## config.mk

```make
export PLATFORM = sky130hd
export DESIGN_NAME = hpfs_front
export DESIGN_NICKNAME = d
export VERILOG_FILES = /design/src/rtl/hpfs_pkg.sv /design/src/rtl/hpfs_front.sv
export SDC_FILE = /design/constraint.sdc
export NUM_CORES = 1
export LEC_CHECK = 0
export BUFFER_PORTS_ARGS = -buffer_cell sky130_fd_sc_hd__clkbuf_2
export CAP_MARGIN = 40
export CORE_MARGIN = 8
export CORE_UTILIZATION = 51
export CTS_CLUSTER_DIAMETER = 120
export DETAILED_ROUTE_END_ITERATION = 8
export GPL_TIMING_DRIVEN = 0
export PLACE_DENSITY_LB_ADDON = 0.3
export SYNTH_ARGS = -nofsm -noshare
export SYNTH_HDL_FRONTEND = slang
export SYNTH_SLANG_ARGS = --single-unit
```

## constraint.sdc

```tcl
create_clock -name clk -period 2.4 [get_ports clk]
set_input_delay 0.48 -clock clk [delete_from_list [all_inputs] [get_ports clk]]
set_output_delay 0.48 -clock clk [all_outputs]
set_load 0.005 [all_outputs]
```

## src/rtl/hpfs_pkg.sv

```systemverilog
// hough peak finder package: sizes, register indexes, shared types
// used by every module of the hough_peak_find_suppress block
package hpfs_pkg;

  localparam int R_BINS_DEF     = 128;
  localparam int THETA_BINS_DEF = 128;
  localparam int PEAK_LIMIT     = 32;
  localparam int QUEUE_DEPTH    = 4;
  localparam int CFG_W          = 9;
  localparam int IDX_W          = 7;

  localparam logic [1:0] REG_MAX_PEAKS = 2'd0;
  localparam logic [1:0] REG_THRESHOLD = 2'd1;
  localparam logic [1:0] REG_THETA_RAD = 2'd2;
  localparam logic [1:0] REG_R_RAD     = 2'd3;

  // one queued vote transaction
  typedef struct packed {
    logic [15:0] vote;
    logic        last_vote;
  } vote_item_t;

  typedef enum logic [2:0] {
    ST_LOAD,
    ST_SCAN,
    ST_CHECK,
    ST_SUPP,
    ST_NONE
  } back_state_t;

endpackage

```

## src/rtl/hpfs_front.sv

```systemverilog
// front end: accepts vote transactions and queues them for the back end
// depends on hpfs_pkg
module hpfs_front
  import hpfs_pkg::*;
(
  input  logic       clk,
  input  logic       rst_n,
  input  logic       in_start,
  input  logic [15:0] in_vote,
  input  logic       in_last_vote,
  output logic       busy,
  input  logic       pop,
  output logic       q_valid,
  output vote_item_t q_item
);

  localparam int PW = $clog2(QUEUE_DEPTH);

  vote_item_t    mem_r [QUEUE_DEPTH];
  logic [PW-1:0] wp_r, rp_r;
  logic [PW:0]   cnt_r, cnt_nxt;
  logic          hold_r, hold_nxt;
  logic          push;

  // stop taking votes while a queued frame end waits to be popped, or while the queue is full
  assign busy    = hold_r || (cnt_r == (PW+1)'(QUEUE_DEPTH));
  assign push    = in_start && !busy;
  assign q_valid = (cnt_r != '0);
  assign q_item  = mem_r[rp_r];

  always_comb begin
    cnt_nxt  = cnt_r + (PW+1)'(push) - (PW+1)'(pop);
    hold_nxt = hold_r;
    if (push && in_last_vote) hold_nxt = 1'b1;
    if (pop && q_item.last_vote) hold_nxt = 1'b0;
  end

  always_ff @(posedge clk) begin
    if (push) mem_r[wp_r] <= '{vote: in_vote, last_vote: in_last_vote};
    if (!rst_n) begin
      wp_r <= '0; rp_r <= '0; cnt_r <= '0; hold_r <= 1'b0;
    end else begin
      if (push) wp_r <= wp_r + 1'b1;
      if (pop)  rp_r <= rp_r + 1'b1;
      cnt_r  <= cnt_nxt;
      hold_r <= hold_nxt;
    end
  end

endmodule

```

After elaboration in Yosys (flattened, before gate mapping)

Memory sizes are Yosys's and may differ from the RTL's. A register that Yosys moved wholly into a read port is not among the register bits.
Index checks and enable logic that the tools add are counted.

Input port bits: 21
Output and inout port bits: 19
Bits in registers: 8
Memories: 1
Memory bits (writable): 68

Add/sub/neg operators: 4
Bitwise gates (word level): 1
Mux-type cells: 4
Reductions and logical operators: 7
Equality and inequality tests: 1

Memory list:

| name  | words | bits a word | read ports | clocked after Yosys merged registers in | wr ports | line             | RTL |
|---|---|---|---|---|---|---|---|
| mem_r | 4     | 17          | 1          | 1                                       | 1        | hpfs_front.sv:19 | `vote_item_t mem_r [QUEUE_DEPTH];` |

Operator list:

| operator              | count |
|---|---|
| $add A2 B1 Y2 const B | 2 |
| $mux W2               | 2 |
| $add A3 B1 Y3         | 1 |
| $eq A3 B3 Y1 const B  | 1 |
| $logic_and A1 B1 Y1   | 3 |
| $reduce_bool A3 Y1    | 1 |
| $sub A3 B1 Y3         | 1 |
| $mux W1               | 2 |
| $reduce_or A2 Y1      | 1 |
| $logic_not A1 Y1      | 1 |
| $logic_or A1 B1 Y1    | 1 |
| $not A1 Y1            | 1 |

Longest topological paths before layout

Gate-level depths: netlist (run 1).

Word-level depth: 6
Mapped depth: 11
Gate-level depth less buffers: 11

Least setup slack after synthesis (run 1)

OpenSTA, ideal clock, no wires.

Path type: register to register
Start: reg cnt_r[1]
End: reg cnt_r[2]
Stages on the path, launching flop included: 12
Slack: 0.176 ns
Arrival: 2.109 ns
Data required time: 2.285 ns
Period minus slack after synthesis: 2.224 ns
Path through: dfxtp_1 > nor3b_1 > nor3b_2 > inv_1 > ha_1 > inv_1 > ha_1 > inv_1 > fa_1 > xnor2_1 > xnor2_1 > and2_1

Word-level cells in the longest chain between the ends: 6

Ends and longest elaborated chain:

| what                     | line             | RTL |
|---|---|---|
| start: declaration       | hpfs_front.sv:21 | `logic [PW:0] cnt_r, cnt_nxt;` |
| start signal: assignment | hpfs_front.sv:45 | `cnt_r <= cnt_nxt;` |
| $eq A3 B3 Y1             | hpfs_front.sv:26 | `assign busy = hold_r \|\| (cnt_r == (PW+1)'(QUEUE_DEPTH));` |
| $logic_or A1 B1 Y1       | hpfs_front.sv:26 |  |
| $logic_not A1 Y1         | hpfs_front.sv:27 | `assign push = in_start && !busy;` |
| $logic_and A1 B1 Y1      | hpfs_front.sv:27 |  |
| $add A3 B1 Y3 (*)        | hpfs_front.sv:32 | `cnt_nxt = cnt_r + (PW+1)'(push) - (PW+1)'(pop);` |
| $sub A3 B1 Y3 (*)        | hpfs_front.sv:32 |  |

Every way passes the cells marked *; elsewhere a longest branch is shown, timed or not.
A chain may end at the register's enable or synchronous reset.

Worst setup path in the final report (run 1)

Start: reg cnt_r[2]
End: reg cnt_r[2]

The elaborated chain is that of the path after synthesis.

==> run_results.csv, run 1 <==
group,metric,value,unit
synth,synth_area_per_cell,21.2,µm²
synth,synthSimpleGateAreaFrac,4.19,%
route,ant_nets,0,
floorplanning,fp-row-count,28,
global_route,grt_max_degree,18,
clock_tree,cts_num_sinks,78,
cells_and_area,drive_gt1_share,37.0,%
setup_path,reg2regPathDepth,11,
setup_path,cp_max_fo,3,
place,port_buffers,39,
timing,worst_hold_slack,0.361,ns
cells_and_area,syn_to_final_growth,18.0,%
power,finalPower,3.13,mW
route,vias_per_cell,5.16,
setup_path,r2r-end,"cnt_r[2]",
flow_run,maxCapViolCount,0,
synth,synthMuxAreaShare,14.3,%
setup_path,critPathCaptureType,"flip-flop",
timing,rsz0062_at_grt,"no",
setup_path,start_kind,"flip-flop",
setup_path,slowest_delay,0.39,ns
synth,synth_compound_area_share,0.336,%
setup_path,required,2.63,ns
cells_and_area,finalNetCount,223,
timing,min_period_over_period,94.6,%
timing,finalHoldViolCount,0,
synth,synth.distinct_cells,23,
global_route,first_global_vias,1609,
synth,synth_top_family_by_area,"multiplexers",
worst_hold_path,hold_depth,1,
place,place_area,3320,µm²
setup_path,path_cells,"nor3b_1, nor3b_2, inv_1, ha_1, inv_1, ha_1, inv_1, fa_1, xnor2_1, xnor2_1, and2_1",
power,irDropWorstVdd,0.460,mV
route,wl_per_cell,18.1,µm
run_status,status,"completed",
place,place.detailed.hpwl,3.46,mm
global_route,grt_pass1_wl,7.91,mm
worst_hold_path,hold_path_end,"mem_r[2][9]",
floorplanning,design.core.area,5780,µm²
power,power_per_cell_area,888,nW/µm²
power,p_leak,1.28,nW
timing,drv_slew,0,
clock_tree,cts.root.buffer_cell,"clkbuf_8",
setup_path,ff2ff_setup_slack,0.13,ns
synth,synth_edf_count,68,
synth,ys_seq_area_share,75.2,%
synth,netlist_area,2980,µm²
place,place.gp.congestion,0.715,
floorplanning,die_h,92.5,µm
clock_tree,clk_latency,0.34,ns
setup_path,worstPathArrival,2.50,ns
route,drt_iter0_markers,68,
floorplanning,io-pin-count,40,
synth,ys_warn_count,0,
place,pre_cts_slack,-0.105,ns
clock_tree,cts_buffer_depth,2,
floorplanning,start_util,51.6,%
cells_and_area,postLayoutCellArea,3520,µm²
floorplanning,dieWidth,92.5,µm
synth,synth.largest_area_cell,"edfxtp_1",
route,drc,0,
route,top_layer_used,"met4",
timing,fmax,440,MHz
worst_hold_path,hp-start,"in_vote[8]",
synth,synth_top_area_share,68.5,%
setup_path,regToRegStartpoint,"cnt_r[2]",
cells_and_area,diodes,0,
cells_and_area,instances_no_fill,275,
route,vias,1420,
route,drtPass1Iterations,4,
timing,clock_skew,0.00591,ns
floorplanning,die_area,8550,µm²
route,routed-wl-met3,315,µm
route,wl,4.99,mm
synth,synthAdderAreaFrac,3.19,%
cells_and_area,utilization,60.9,%
place,dp.cells,258,
global_route,track_usage,12.6,%
clock_tree,htreeDepth,3,
synth,synth_common_cells,"68 x edfxtp_1, 11 x mux4_2, 10 x dfxtp_1, 9 x and2_1, 7 x nand2_1",
timing,worst_slew_pin_slew,0.366,ns
worst_hold_path,min_path_type,"input port to flip-flop",
setup_path,criticalPathCategory,"flip-flop to flip-flop",
route,met1_length,1.90,mm
timing,tns,0,ns
timing,timing.final.ws_setup,0.129,ns
cells_and_area,fill_cells,424,
synth,syn_inst,141,
clock_tree,clk_pin_slew,0.07,ns
synth,synth_xor_area_share,1.17,%
synth,yosysMostFrequentCell,"edfxtp_1",
setup_path,critPathMostFrequentCell,"inv_1",
synth,synth_flop_cell,"edfxtp_1",
synth,synth_area_leaders,"edfxtp_1 68%, mux4_2 8.3%, dfxtp_1 6.7%",
synth,synth_nets,169,
global_route,antenna_found_initial,0,
route,dr_wl_met2,2.69,mm
synth,async_flop_share,0,%
clock_tree,cts_tree,"built",
timing,finalCriticalPeriod,2.27,ns
synth,ys_ff_latch,78,
global_route,globalRouteOverflowTotal,0,
clock_tree,cts_made_buffers,9,
setup_path,cpMaxStageDelayCell,"dfxtp_1",
timing,slew_headroom,75.5,%
timing,setup_viol,0,
cell type report:
cell class	instances	area, µm²	area share (%)
Timing Repair Buffer	44	263	7.47
Tap cell	75	93.8	2.67
Sequential cell	78	2240	63.7
Multi-Input combinational cell	53	691	19.6
Buffer	4	27.5	0.782
Inverter	5	18.8	0.533
Clock buffer	12	135	3.84
Clock inverter	4	47.5	1.35
sequential cells by signal, summed over array words and instances, names as in the netlist, named ones only:
register	count
rp_r	2
hold_r	1
mem_r	68
wp_r	2
cnt_r	3
critical path: cells and delay by family (launching register included):
family                   cells  cell delay, ns
buffers and inverters        3            0.18
flip-flops                   1            0.39
XOR/XNOR                     2            0.26
AND/OR/NAND/NOR              3            0.62
adder cells (fa/ha/maj)      3            0.73
report_power, final:
part           leakage (nW)  switching, mW  internal (mW)
combinational         0.488          0.252          0.275
sequential            0.704         0.0642           1.64
clock                0.0904          0.420          0.478
per-layer routing:
metal / up-vias / global-route usage [%]
li1: 666 / -
met1: 712 / 12.5
met2: 32 / 22.7
met3: 10 / 4.85
met4: 0 / 5.64
met5: - / 0
worst max path at each step:
stage	start	to	slack (ns)	cells past startpoint
5_1_grt	cnt_r[2]	cnt_r[2]	0.02	11
6_report	cnt_r[2]	cnt_r[2]	0.13	11
2_1_floorplan	cnt_r[1]	cnt_r[2]	0.18	11
4_1_cts	cnt_r[1]	cnt_r[2]	0.12	11
3_5_place_dp	in_start	cnt_r[2]	-0.11	11
3_3_place_gp	in_start	cnt_r[2]	-0.002	11
placed cells by master (no fill, tap or decap), drive strengths merged:
cell type,count
nor2,1
and2,9
o211a,1
nor2b,1
mux4,17
mux2i,2
inv,5
edfxtp,68
clkbuf,52
fa,1
or2,1
xor2,1
or3,1
clkinv,2
nor3b,2
dfxtp,10
nand2,7
buf,8
ha,6
xnor2,3
clkinvlp,1
bufinv,1
cells by family (layout without fill, tap and decap cells):
kind of cell               count (synthesis)  count (layout)
AOI/OAI and AO/OA                          1               1
xor gates and xnor gates                   4               4
adders and majority gates                  7               7
buffers and inverters                     10              69
DFF                                       78              78
muxes                                     19              19
and+or+nand+nor                           22              22
timing repair:
| item | 4_1_cts | 5_1_grt |
|---|---|---|
| setup endpoints to repair | 5 | 1 |
| cloned | 0 | 0 |
| hold buffers | 0 | 0 |
| gates resized for setup | 0 | 1 |
| buffers inserted | 1 | 0 |
| pin swaps | 1 | 0 |
No activity file was read; power rests on OpenSTA's default activity.
==> inputs of run 2 (changes only) <==
==> constraint.sdc (replaced) <==
create_clock -name clk -period 2.4 [get_ports clk]
set_input_delay 0 -clock clk [delete_from_list [all_inputs] [get_ports clk]]
set_output_delay 0 -clock clk [all_outputs]
set_load 0.005 [all_outputs]
==> run 2 against run 1 <==
Highest routed layer unchanged. Clock skew increased by 0.00077 ns. Fmax grew 0.52%. Largest power group unchanged. Die area stayed put. Critical endpoint unchanged. Sequential cell count stayed put. Sequential power barely moved. Register-to-register slack about the same. Cell count is 7.3% higher. Core utilization is 3.4 points higher. Count of clock-buffer cells in the layout is the same. Routed wire length is 1.5% higher.
==> run_results.csv, run 2 (same netlist as run 1, synthesis figures left out) <==
group,metric,value,unit
setup_path,required,2.63,ns
power,p_leak,1.36,nW
place,port_buffers,39,
timing,clock_skew,0.00668,ns
timing,timing.final.ws_setup,0.141,ns
worst_hold_path,hp-start,"in_start",
clock_tree,htreeDepth,3,
cells_and_area,drive_gt1_share,33.6,%
global_route,grt_max_degree,18,
global_route,globalRouteOverflowTotal,0,
route,drt_iter0_markers,84,
power,p_seq_share,53.9,%
flow_run,maxCapViolCount,0,
power,power_switching,0.739,mW
cells_and_area,finalNetCount,243,
route,wl,5.06,mm
route,drtPass1Iterations,4,
setup_path,slowest_delay,0.38,ns
timing,drv_slew,0,
floorplanning,io-pin-count,40,
route,top_layer_used,"met4",
cells_and_area,layout_commonest_cell,"edfxtp_1",
timing,finalHoldViolCount,0,
floorplanning,start_util,51.6,%
timing,finalCriticalPeriod,2.26,ns
cells_and_area,instances_no_fill,295,
place,dp.cells,258,
route,ant_nets,0,
clock_tree,clk_latency,0.33,ns
route,vias,1490,
worst_hold_path,hold_depth,4,
power,internal_power,2.41,mW
setup_path,reg2regPathDepth,11,
global_route,antenna_found_initial,0,
power,p_comb_share,17.7,%
setup_path,regToRegStartpoint,"cnt_r[2]",
route,drc,0,
power,power_per_cell_area,848,nW/µm²
place,place_area,3320,µm²
floorplanning,fp-row-count,28,
place,pre_cts_slack,-0.0790,ns
power,sw_frac_of_total,23.4,%
place,place.detailed.hpwl,3.46,mm
clock_tree,cts.root.buffer_cell,"clkbuf_8",
timing,rsz0062_at_grt,"no",
setup_path,worstPathArrival,2.49,ns
route,met1_length,1.99,mm
clock_tree,cts_buffer_depth,2,
cells_and_area,postLayoutCellArea,3710,µm²
setup_path,ff2ff_setup_slack,0.14,ns
route,wl_per_cell,17.2,µm
global_route,first_global_vias,1688,
setup_path,r2r-end,"cnt_r[2]",
route,dr_wl_met2,2.76,mm
cells_and_area,largest_register_ffs,68,
clock_tree,cts_made_buffers,9,
cells_and_area,diodes,0,
place,place.gp.congestion,0.715,
floorplanning,dieWidth,92.5,µm
timing,slew_headroom,70.4,%
setup_path,critPathMostFrequentCell,"inv_1",
route,vias_per_cell,5.05,
setup_path,path_cells,"nor3b_1, nor3b_2, inv_1, ha_1, inv_1, ha_1, inv_1, fa_1, xnor2_1, xnor2_1, and2_1",
clock_tree,cts_tree,"built",
cells_and_area,layout_common_cells,"68 x edfxtp_1, 39 x clkbuf_2, 19 x dlygate4sd3_1",
power,clkPwrFrac,28.5,%
worst_hold_path,min_path_type,"input port to flip-flop",
floorplanning,die_h,92.5,µm
cells_and_area,syn_to_final_growth,24.5,%
floorplanning,design.core.area,5780,µm²
clock_tree,clk_pin_slew,0.07,ns
cells_and_area,reg.largest.list,"mem_r: 68 flops, cnt_r: 3 flops",
setup_path,critPathCaptureType,"flip-flop",
timing,setup_viol,0,
setup_path,cp_max_fo,3,
setup_path,start_kind,"flip-flop",
timing,min_period_over_period,94.1,%
run_status,status,"completed",
route,routed-wl-met3,239,µm
power,irDropWorstVdd,0.466,mV
setup_path,criticalPathCategory,"flip-flop to flip-flop",
setup_path,cpMaxStageDelayCell,"dfxtp_1",
worst_hold_path,hold_path_end,"hold_r",
timing,fmax,443,MHz
floorplanning,die_area,8550,µm²
global_route,grt_pass1_wl,8.21,mm
cells_and_area,regMostFlops,"mem_r",
clock_tree,cts_num_sinks,78,
global_route,track_usage,12.9,%
timing,worst_slew_pin_slew,0.443,ns
==> run 2: power by group through the flow <==
stage	combinational [mW]	clock (mW)	sequential, mW
floorplan	0.321	0	1.70
global placement	0.484	0	1.71
detailed placement	0.524	0	1.73
CTS	0.556	0.923	1.70
global route	0.612	0.974	1.71
finish	0.556	0.897	1.70
==> run 2: worst max-delay path by stage <==
stage / from / end / slack (ns) / cells past startpoint
final: cnt_r[2] / cnt_r[2] / 0.14 / 11
after global routing: cnt_r[2] / cnt_r[2] / 0.02 / 11
after CTS: cnt_r[1] / cnt_r[2] / 0.12 / 11
after detailed placement: cnt_r[1] / cnt_r[2] / -0.08 / 11
after global placement: cnt_r[1] / cnt_r[2] / 0.06 / 11
after floorplan: cnt_r[1] / cnt_r[2] / 0.18 / 11
==> run 2: cell type report <==
| cell class | instances | area [µm²] |
|---|---|---|
| Buffer | 5 | 31.3 |
| Clock buffer | 12 | 135 |
| Clock inverter | 4 | 47.5 |
| Fill cell | 413 | 2070 |
| Inverter | 5 | 18.8 |
| Multi-Input combinational cell | 53 | 691 |
| Sequential cell | 78 | 2240 |
| Tap cell | 75 | 93.8 |
| Timing Repair Buffer | 63 | 453 |
==> run 2: per-layer routing <==
metal / up-vias / global-route usage [%]
met5: - / 0
met3: 10 / 4.37
met4: 0 / 5.64
met1: 739 / 13.4
li1: 710 / -
met2: 31 / 23.1
==> run 2: worst max-delay path: cells and delay by family, from the launching register on <==
kind,cells,cell delay [ns]
fa+ha+maj,3,0.73
flops,1,0.38
xor+xnor,2,0.26
simple gates,3,0.61
buf+inv,3,0.18
==> run 2: timing repair <==
action	4_1_cts	5_1_grt
setup endpoints to repair	1	1
gates resized for setup	0	1
pin swaps	1	0
setup buffers	1	0
hold buffers	19	0
endpoints found under the hold margin	70	0
==> run 2: stage by stage <==
step	utilization [%]	hold slack, ns	power [mW]	TNS (ns)
6_report	64.2	0.0490	3.15	0
3_5_place_dp	57.4	0.225	2.25	-0.0790
4_1_cts	64.0	0.0318	3.18	0
2_1_floorplan	-	0.0989	2.03	0
3_3_place_gp	56.6	0.213	2.19	0
5_1_grt	64.2	0.0829	3.30	0
==> inputs of run 3 (changes only) <==
--- a/config.mk
+++ b/config.mk
@@ -5,6 +5,7 @@
 export SDC_FILE = /design/constraint.sdc
 export NUM_CORES = 1
 export LEC_CHECK = 0
+export ABC_AREA = 1
 export BUFFER_PORTS_ARGS = -buffer_cell sky130_fd_sc_hd__clkbuf_2
 export CAP_MARGIN = 40
 export CORE_MARGIN = 8
==> run 3 against run 2 <==
Clock skew about the same. Routed wire length rose by 21%. Critical path type unchanged. Clock power rose by 13%. Count of clock-buffer cells in the layout down 2. Synthesized cell count rose by 62%. Die area increased by 5.0%. Worst hold slack got worse by 0.029 ns. Synthesized area rose by 6.0%. Critical path depth unchanged. Fmax increased by 9.8%. Largest cell class unchanged.
==> run_results.csv, run 3 <==
group,metric,value,unit
run_status,status,"completed",
place,port_buffers,39,
floorplanning,dieWidth,94.8,µm
floorplanning,io-pin-count,40,
setup_path,criticalPathCategory,"flip-flop to flip-flop",
floorplanning,die_area,8980,µm²
synth,synthSimpleGateAreaFrac,8.78,%
setup_path,critPathCaptureType,"flip-flop",
place,place_area,3520,µm²
timing,tns,0,ns
global_route,grt_pass1_wl,9.76,mm
timing,min_period_over_period,85.7,%
clock_tree,cts_tree,"built",
setup_path,r2r-end,"cnt_r[2]",
global_route,antenna_found_initial,0,
synth,synth_compound_area_share,11.8,%
route,ant_nets,0,
power,power_per_cell_area,847,nW/µm²
flow_run,maxCapViolCount,0,
timing,clock_skew,0.00642,ns
worst_hold_path,hold_depth,4,
synth,synthMuxAreaShare,0,%
clock_tree,clk_latency,0.34,ns
synth,netlist_area,3160,µm²
cells_and_area,regMostFlops,"mem_r",
place,dp.cells,347,
route,wl_per_cell,16.0,µm
cells_and_area,drive_gt1_share,29.6,%
timing,finalHoldViolCount,0,
timing,worst_slew_pin_slew,0.513,ns
floorplanning,design.core.area,5960,µm²
synth,synth_area_leaders,"edfxtp_1 65%, dfxtp_1 6.3%, nor2_1 5.2%",
synth,synth_edf_count,68,
route,drc,0,
timing,fmax,486,MHz
cells_and_area,postLayoutCellArea,3910,µm²
cells_and_area,layout_common_cells,"68 x edfxtp_1, 40 x nor2_1, 39 x clkbuf_2",
route,vias_per_cell,5.13,
cells_and_area,largest_register_ffs,68,
cells_and_area,finalNetCount,330,
floorplanning,fp-row-count,28,
worst_hold_path,hp-start,"pop",
setup_path,reg2regPathDepth,11,
synth,synth_top_area_share,64.6,%
clock_tree,htreeDepth,3,
synth,ys_seq_area_share,70.9,%
place,place.gp.congestion,0.712,
route,vias,1958,
worst_hold_path,hold_path_end,"hold_r",
synth,synth_nets,257,
clock_tree,cts_num_sinks,78,
power,p_leak,1.50,nW
synth,ys_ff_latch,78,
floorplanning,die_h,94.8,µm
worst_hold_path,min_path_type,"input port to flip-flop",
global_route,use_met3,3.81,%
synth,synth_flop_cell,"edfxtp_1",
synth,async_flop_share,0,%
synth,synth.largest_area_cell,"edfxtp_1",
setup_path,required,2.64,ns
cells_and_area,diodes,0,
setup_path,cpMaxStageDelayCell,"dfxtp_1",
global_route,track_usage,14.8,%
route,wl,6.10,mm
floorplanning,start_util,53.1,%
global_route,grt_util_met1,17.0,%
setup_path,regToRegStartpoint,"cnt_r[1]",
setup_path,ff2ff_setup_slack,0.34,ns
synth,synth_xor_area_share,0.277,%
timing,slew_headroom,65.8,%
setup_path,worstPathArrival,2.30,ns
setup_path,slowest_delay,0.40,ns
power,finalPower,3.31,mW
cells_and_area,reg.largest.list,"mem_r: 68 flops, cnt_r: 3 flops",
cells_and_area,fill_cells,459,
cells_and_area,layout_commonest_cell,"edfxtp_1",
global_route,grt_max_degree,15,
setup_path,cp_max_fo,8,
route,drt_iter0_markers,96,
power,irDropWorstVdd,0.573,mV
synth,synth_top_family_by_area,"compound AO/OA/AOI/OAI gates",
setup_path,start_kind,"flip-flop",
cells_and_area,instances_no_fill,382,
timing,drv_slew,0,
cells_and_area,syn_to_final_growth,23.7,%
clock_tree,cts.root.buffer_cell,"clkbuf_8",
timing,worst_hold_slack,0.0198,ns
synth,synthAdderAreaFrac,3.01,%
clock_tree,clk_pin_slew,0.07,ns
synth,ys_warn_count,0,
global_route,busiest_layer,"met2",
clock_tree,cts_made_buffers,9,
synth,syn_inst,229,
place,place.detailed.hpwl,3.99,mm
global_route,globalRouteOverflowTotal,0,
synth,synth_area_per_cell,13.8,µm²
route,drtPass1Iterations,4,
timing,finalCriticalPeriod,2.06,ns
setup_path,path_cells,"nor2_2, nand2_2, nand3_4, ha_1, inv_1, ha_1, inv_1, fa_1, xnor2_1, and2_1, nor2_1",
timing,setup_viol,0,
synth,yosysMostFrequentCell,"edfxtp_1",
synth,synth.distinct_cells,28,
clock_tree,cts_buffer_depth,2,
synth,synth_common_cells,"68 x edfxtp_1, 44 x nor2_1, 14 x o21ai_1, 13 x inv_1, 13 x nand2_1",
timing,rsz0062_at_grt,"no",
global_route,use_met2,24.5,%
global_route,first_global_vias,2054,
## run 3: cell count changes after synthesis, sizes merged, moves of 7 or more
cell	change
and2	-7
inv	+10
mux4	-17
nand2	+7
nor2	+44
o21ai	+35
o22ai	+16
## run 3: repair_timing
| item | CTS | global route |
|---|---|---|
| endpoints found under the setup margin | 0 | 0 |
| hold endpoints to repair | 76 | 0 |
| setup buffers | 0 | 0 |
| hold buffers | 19 | 0 |
| gates resized for setup | 0 | 0 |
## run 3: worst max path at each step
stage / depth (start not counted) / slack [ns] / startpoint / endpoint
detailed placement: 11 / 0.33 / cnt_r[1] / cnt_r[2]
finish: 11 / 0.34 / cnt_r[1] / cnt_r[2]
global route: 11 / 0.19 / cnt_r[1] / cnt_r[2]
CTS: 11 / 0.32 / cnt_r[1] / cnt_r[2]
global placement: 4 / 0.006 / cnt_r[1] / mem_r[3][11]
floorplan: 11 / 0.48 / cnt_r[1] / cnt_r[2]
## run 3: cells by family after synthesis
kind of cell / Yosys count
AO/OA/AOI/OAI: 53
XOR/XNOR: 1
adder cells (fa/ha/maj): 7
buffers and inverters: 24
flip-flops: 78
AND/OR/NAND/NOR: 66
## run 3: metrics by stage
step / util (%) / setup slack, ns
after CTS: 65.7 / 0.315
after global placement: 58.0 / 0.00599
final: 65.7 / 0.343
after detailed placement: 59.1 / 0.326
after floorplan: - / 0.479
after global routing: 65.7 / 0.185
## run 3: area by class of cell
class | instances | area, µm² | area share, %
Buffer | 9 | 104 | 2.65
Clock buffer | 10 | 128 | 3.26
Clock inverter | 6 | 76.3 | 1.95
Inverter | 15 | 61.3 | 1.57
Multi-Input combinational cell | 127 | 766 | 19.6
Sequential cell | 78 | 2240 | 57.3
Tap cell | 75 | 93.8 | 2.40
Timing Repair Buffer | 62 | 442 | 11.3
## run 3: routing by layer
layer  up-vias  wire [µm]
met4         0         94
met3        12        294
met1       922       2700
met5         -          0
li1        967          -
met2        57       3010
## run 3: critical path, delay by kind of cell (launching register included)
kind / cells / cell delay, ns
XOR/XNOR: 1 / 0.16
adder cells (fa/ha/maj): 3 / 0.80
buffers and inverters: 2 / 0.10
flip-flops: 1 / 0.40
AND/OR/NAND/NOR: 5 / 0.50
## run 3: power breakdown
| group | switching [mW] | leakage (nW) | internal [mW] |
|---|---|---|---|
| clock network | 0.434 | 0.103 | 0.574 |
| logic | 0.344 | 0.689 | 0.265 |
| registers | 0.0569 | 0.704 | 1.64 |
| total | 0.835 | 1.50 | 2.48 |
